$ cat src/rtl/core/gf2_47_multiply_invert_macros.svh
// assertion macros, clocked on clk and disabled while arst_n is low
`ifndef GF2_47_MULTIPLY_INVERT_MACROS_SVH
`define GF2_47_MULTIPLY_INVERT_MACROS_SVH

// condition in this cycle implies consequence in the same cycle
`define GF47_ASSERT_NOW(label, cond, conseq) \
	label: assert property (@(posedge clk) disable iff (!arst_n) (cond) |-> (conseq)) \
		else $error("assertion failed");

// condition in this cycle implies consequence in the next cycle
`define GF47_ASSERT_NEXT(label, cond, conseq) \
	label: assert property (@(posedge clk) disable iff (!arst_n) (cond) |=> (conseq)) \
		else $error("assertion failed");

`endif

$ cat src/rtl/core/gf47_pkg.sv
`default_nettype none
package gf47_pkg;
	localparam int FIELD_W = 47;
	localparam logic [FIELD_W-1:0] FOLD = 47'h21;
	localparam int NUM_ROUNDS = 8;
	// addition chain 1,2,4,5,10,11,22,23,46
	localparam int ROUND_SQ [NUM_ROUNDS] = '{1, 2, 1, 5, 1, 11, 1, 23};
	localparam bit ROUND_USE_A [NUM_ROUNDS] = '{0, 0, 1, 0, 1, 0, 1, 0};

	typedef enum logic {
		REQ_MUL = 1'b0,
		REQ_INV = 1'b1
	} req_kind_t;

	typedef struct packed {
		logic inv;
		logic act;
		logic [FIELD_W-1:0] a;
		logic [FIELD_W-1:0] t;
		logic [FIELD_W-1:0] s;
		logic [FIELD_W-1:0] m;
		logic [FIELD_W-1:0] acc;
	} stage_t;

	function automatic logic [FIELD_W-1:0] gf_times_x(input logic [FIELD_W-1:0] v);
		logic [FIELD_W-1:0] r;
		r = {v[FIELD_W-2:0], 1'b0};
		if (v[FIELD_W-1]) begin
			r = r ^ FOLD;
		end
		return r;
	endfunction

	function automatic logic [FIELD_W-1:0] gf_reduce(input logic [2*FIELD_W-2:0] c);
		logic [50:0] f;
		logic [FIELD_W-1:0] r;
		f = {4'b0, c[46:0]} ^ {5'b0, c[92:47]} ^ {c[92:47], 5'b0};
		r = f[46:0] ^ {43'b0, f[50:47]} ^ {38'b0, f[50:47], 5'b0};
		return r;
	endfunction

	function automatic logic [FIELD_W-1:0] gf_sq(input logic [FIELD_W-1:0] v);
		logic [2*FIELD_W-2:0] c;
		c = '0;
		for (int i = 0; i < FIELD_W; i++) begin
			c[2*i] = v[i];
		end
		return gf_reduce(c);
	endfunction
endpackage
`default_nettype wire

$ cat src/rtl/core/gf47_sq_cell.sv
`default_nettype none
module gf47_sq_cell import gf47_pkg::*; (
	input  wire logic   clk,
	input  wire logic   arst_n,
	input  wire logic   en,
	input  wire logic   in_v,
	input  wire stage_t in_d,
	output logic        out_v,
	output stage_t      out_d
);
	logic   v_q;
	stage_t d_q;
	stage_t d_nxt;

	always_comb begin
		d_nxt = in_d;
		if (in_d.inv) begin
			d_nxt.s = gf_sq(in_d.s);
		end
	end

	always_ff @(posedge clk or negedge arst_n) begin
		if (!arst_n) begin
			v_q <= 1'b0;
		end else if (en) begin
			v_q <= in_v;
		end
	end

	always_ff @(posedge clk) begin
		if (en) begin
			d_q <= d_nxt;
		end
	end

	assign out_v = v_q;
	assign out_d = d_q;
endmodule
`default_nettype wire

$ cat config.mk
export PLATFORM = sky130hd
export DESIGN_NAME = gf47_sq_cell
export DESIGN_NICKNAME = d
export VERILOG_FILES = /design/src/rtl/core/gf2_47_multiply_invert_macros.svh /design/src/rtl/core/gf47_pkg.sv /design/src/rtl/core/gf47_sq_cell.sv
export SDC_FILE = /design/constraint.sdc
export NUM_CORES = 1
export LEC_CHECK = 0
export ABC_AREA = 1
export ABC_CLOCK_PERIOD_IN_PS = 1370
export BUFFER_PORTS_ARGS = -buffer_cell sky130_fd_sc_hd__clkbuf_2
export CORE_AREA = 10 10 178 180
export DETAILED_ROUTE_END_ITERATION = 6
export DIE_AREA = 0 0 188 190
export PLACE_DENSITY = 0.54
export SETUP_SLACK_MARGIN = 0.2
export SYNTH_ARGS = -nofsm -noshare
export SYNTH_HDL_FRONTEND = slang
export SYNTH_SLANG_ARGS = --single-unit
$ cat constraint.sdc
create_clock -name clk -period 1.37 [get_ports clk]
set_clock_uncertainty 0.2 [all_clocks]
set_input_delay 0.2055 -clock clk [delete_from_list [all_inputs] [get_ports clk]]
set_output_delay 0.2055 -clock clk [all_outputs]
set_load 0.01 [all_outputs]
; ---- Word-level counts from Yosys, hierarchy flattened
; Cells that the tools add are included.
[totals]
output_inout_bits = 238
input_bits = 241
register_bits = 238
[classes]
bitwise_logic = 4
muxes = 1
[op_table]
columns = cell, count
row1 = $xor A47 B51 Y51, 1
row2 = $mux W47, 1
row3 = $xor A47 B4 Y47, 1
row4 = $xor A47 B46 Y47, 1
row5 = $xor A47 B9 Y47, 1

; ---- Depth between registers and ports, before layout
[logic_depth]
depth_word = 5
depth_mapped = 6
ltp_nobuf = 5

; ---- Least setup slack after synthesis
; Ideal clock, no wire load.
[synth_timing]
path_kind = input-to-reg
startpoint = input in_d[236] (netlist bit)
endpoint = register d_q (netlist bit out_d[100]) (data pin)
cell_stages = 6
setup_time_ns = 0.253
t_required_ns = 0.917
arrival_ns = 0.665
slack_ns = 0.252
cell_sequence = buf_6 inv_2 buf_6 buf_6 nand2_1 nand2_1
[synth_rtl]
columns = element, line_no
row1 = "start, declared", gf47_sq_cell.sv:7  ; input wire stage_t in_d,
row2 = "end signal, assigned", gf47_sq_cell.sv:32  ; d_q <= d_nxt;
row3 = "end, declared", gf47_sq_cell.sv:12  ; stage_t d_q;

; ---- Final worst setup path
[layout_timing]
startpoint = register d_q (netlist bit out_d[18])
endpoint = output out_d[18] (netlist bit)
[layout_rtl]
columns = element, line_no
row1 = "end, declared", gf47_sq_cell.sv:9  ; output stage_t out_d
; No word-level cell between the ends.

==> impl.org <==
** Status
- The flow ran to the end, but the final reports show violations.
- Violated checks :: setup timing

** Placement
- The congestion estimate from routability-driven global placement came to roughly 0.79.
- Port Buf Inserts :: between 400 and 500
- Once placement completed, the tool counted placed cells totaling approximately 1300.
- Detailed placement finished with a half-perimeter wire length of between 20000 and 25000 um.

** Floorplan
- In this run the vertical extent of the chip is around 190 um.
- Die width :: 188 um
- The die covers ~36000 um2.
- Top-level port count :: ~480
- The core region is 28200 um2.
- The floorplan has 62 rows.
- The initial utilization of the core area, before any placement, comes to between 20% and 30%.

** Pwr
- Internal portion of total power :: between 10 and 15 mW
- Across the VDD grid, the largest voltage drop is between 0.8 and 0.9 mV.
- Fraction of power consumed by sequential logic :: roughly 49%
- Combinational logic burns 13.6% of the power.
- Overall power of the completed layout :: ~18 mW
- Dividing total power by cell area gives a power density of approximately 1300 nW/um2.
- Clock power share :: between 30% and 40%
- For this design the static power due to leakage is about 6.3 nW.
- Sw frac :: between 20% and 30%
- Switching power summed over all nets :: approximately 4.2 mW

** Setup path
- Ordered cell list for the critical path :: clkbuf_2
- In this run the worst setup path begins at out_d[18].
- The worst setup path is captured at a primary output.
- Crit path required time :: between 0.9 and 1 ns
- Worst Path Buf+Inv :: 1
- The slowest stage of the critical path is the edfxtp_1 cell.
- Arrival time of the worst setup path :: approximately 1.1 ns
- Startpoint of the worst-slack reg-to-reg timing path :: out_v
- Peak fanout along the critical path :: 1
- In this design, the stage delay of the slowest critical-path cell is about 0.43 ns.
- STA classifies the critical path startpoint as a flip-flop.
- The critical path is of the reg2out type.
- Grouping stages by cell kind, the critical path spends the most delay in flip-flops.

** Drt
- Post-detailed-route DRC marker count :: 0
- After the first detailed-routing iteration, the DRC count stood at between 200 and 300.
- In this run the remaining antenna-violating nets after routing total 0.
- Dividing the detail-routed via count by the number of cells gives 4.16.
- Wire per inst :: between 15 and 20 um
- Summed over all layers, the routed wires come to slightly above 30000 um.
- Via count :: roughly 6500
- Pre-antenna DRT Iters :: 4

** Layout
- The area growth from synthesis to layout is 80.5%.
- The finished layout holds 1560 standard cells, fillers aside.
- Count of inserted antenna diode cells :: 0
- Leaving out fill and tap cells, the most frequent cell in the layout is clkbuf_2.
- The library cells used most frequently in the layout, excluding fill and tap cells, are clkbuf_2, dlygate4sd3_1, edfxtp_1.
- Share of layout cells above drive strength 1 :: a little under half
- Nets :: 1398

** Clocking
- CTS clk-pin slew, worst paths :: about 0.060 ns
- CTS placed an instance of clkbuf_16 at the clock tree root.
- Number of buffers created by CTS :: 26
- The tree built by TritonCTS fans out to ~240 sinks.
- Max Root-Sink Buffers :: 3
- Clock tree from TritonCTS :: built
- H-tree depth :: 1
- Clock latency on the worst-skew pair, taken at its later pin, is ~0.52 ns.

** Timing
- Least-Margin Pin Slew :: between 0.4 and 0.5 ns
- Final setup vio count :: 238
- Derived from the worst setup path, the maximum achievable clock frequency is around 0.65 GHz.
- The final critical path takes up 112% of the cycle.
- The max-slew violation count is 0.
- Setup repair after global routing missed its margin :: yes
- Hold violation count in the final report :: 0
- Sum of negative setup slack :: -15.90 ns
- Period minus WS final :: about 1.5 ns
- Setup WS post-layout :: -0.161 ns
- The worst pin sits at a relative slew slack of 67.9%.

** Logic synthesis
- After synthesis, the mean cell area works out to about 20 um2.
- For this run, the register share of the synthesized area comes to between 90% and 100%.
- Synthesis handed over a netlist of about 400 instances.
- The mapped netlist covers about 8000 um2.
- When the netlist entered floorplanning its net count stood at 640.
- During synthesis, Yosys emitted a total of 0 warnings.
- The netlist uses 16 different library cells.
- Counting flops and latches in the post-synthesis netlist gives ~240.

** Global routing
- For this run the aggregate overflow at the end of global routing stands at 0.
- Wire length of the first global-routing pass :: 45300 um
- Number of antenna violations at the first check in global routing :: 0
- Entering global routing, the biggest net connects 42 pins.
- Vias in the first global route :: between 7000 and 8000
- Global routing used 16.5% of the available tracks across all layers.

** Worst hold path
- In this run the most critical hold path is launched from in_d[236].
- Worst min path class :: in2reg

** Flow run
- Max cap viols :: 0
## layout make-up
class                      instances  area [um2]
multi-input combinational        143         688
fill                            2414       13900
tap                              384         480
clock inverter                    14         120
timing repair buffer             740        5150
clock buffer                      33         698
sequential                       238        7140
inverter                           8        30.0
## sequential cells by signal (all words and copies together), names as in the netlist
register and cells:
out_d 237, out_v 1
## power groups by stage
stage | sequential, mW | combinational [mW] | clock (mW)
floorplan | 9.34 | 0.189 | 0
global placement | 9.02 | 1.83 | 0
detailed placement | 9.02 | 1.86 | 0
CTS | 8.88 | 2.45 | 6.93
global route | 8.93 | 2.65 | 7.25
finish | 8.88 | 2.46 | 6.72
## kinds of logic (layout without fill, tap and decap cells)
| group | count (synthesis) | in the layout | share of synthesized area [%] |
|---|---|---|---|
| AO/OA/AOI/OAI | 25 | 25 | 1.61 |
| XOR/XNOR | 19 | 19 | 2.10 |
| buffers and inverters | 18 | 795 | 1.33 |
| flip-flops | 238 | 238 | 90.1 |
| multiplexers | 1 | 1 | 0.142 |
| AND/OR/NAND/NOR | 98 | 98 | 4.76 |
## metal layers
metal  share of wire (%)  wire, um  global-route usage, %  up-vias
met4                 1.9       579                   4.09        0
met3                 8.8      2710                   5.25       42
li1                    -         -                      -     2997
met1                  38     11600                   19.2     3086
met2                  52     15900                   28.8      370
met5                   0         0                      0        -
## cell usage after synthesis, drive strengths merged
| cell | n | area share (%) |
|---|---|---|
| nor2 | 2 | 0.095 |
| o21ai | 23 | 1.5 |
| dfrtp | 1 | 0.32 |
| inv | 8 | 0.38 |
| buf | 9 | 0.88 |
| xnor2 | 18 | 2.0 |
| nand2 | 90 | 4.3 |
| edfxtp | 237 | 90 |
| mux2 | 1 | 0.14 |
| a31oi | 2 | 0.16 |
| nand3 | 5 | 0.32 |
| nand3b | 1 | 0.095 |
| clkbuf | 1 | 0.063 |
| xor2 | 1 | 0.11 |
## path summary, 6_finish.rpt
kind / endpoint / slack [ns] / depth (start not counted)
worst max-delay path: out_d[18] / -0.16 / 1
worst min-delay path: out_d[136] / 0.01 / 5
worst max register to register: out_v / 0.42 / 1
worst min register to register: out_v / 0.33 / 1
max in group asynchronous: out_v / 0.53 / 3
min in group asynchronous: out_v / 0.34 / 3
## through the flow
| stage | hold slack (ns) | setup WS [ns] | area (um2) | util [%] |
|---|---|---|---|---|
| 3_3_place_gp | -0.217 | 0.0923 | 10900 | 38.7 |
| 2_1_floorplan | -0.290 | 0.252 | 7930 | - |
| 4_1_cts | -0.00916 | -0.201 | 14200 | 50.3 |
| 6_report | 0.0105 | -0.161 | 14300 | 50.7 |
| 5_1_grt | -0.00250 | -0.212 | 14300 | 50.7 |
| 3_5_place_dp | -0.215 | 0.0873 | 10900 | 38.7 |
## what timing repair did
item                                    in CTS  in global routing
buffers inserted                             0                  1
pin swaps                                    0                  1
hold buffers                               244                  2
hold endpoints to repair                   246                  8
endpoints found under the setup margin     238                281
gates resized for setup                      0                 75
No activity file was read; power rests on OpenSTA's default activity.
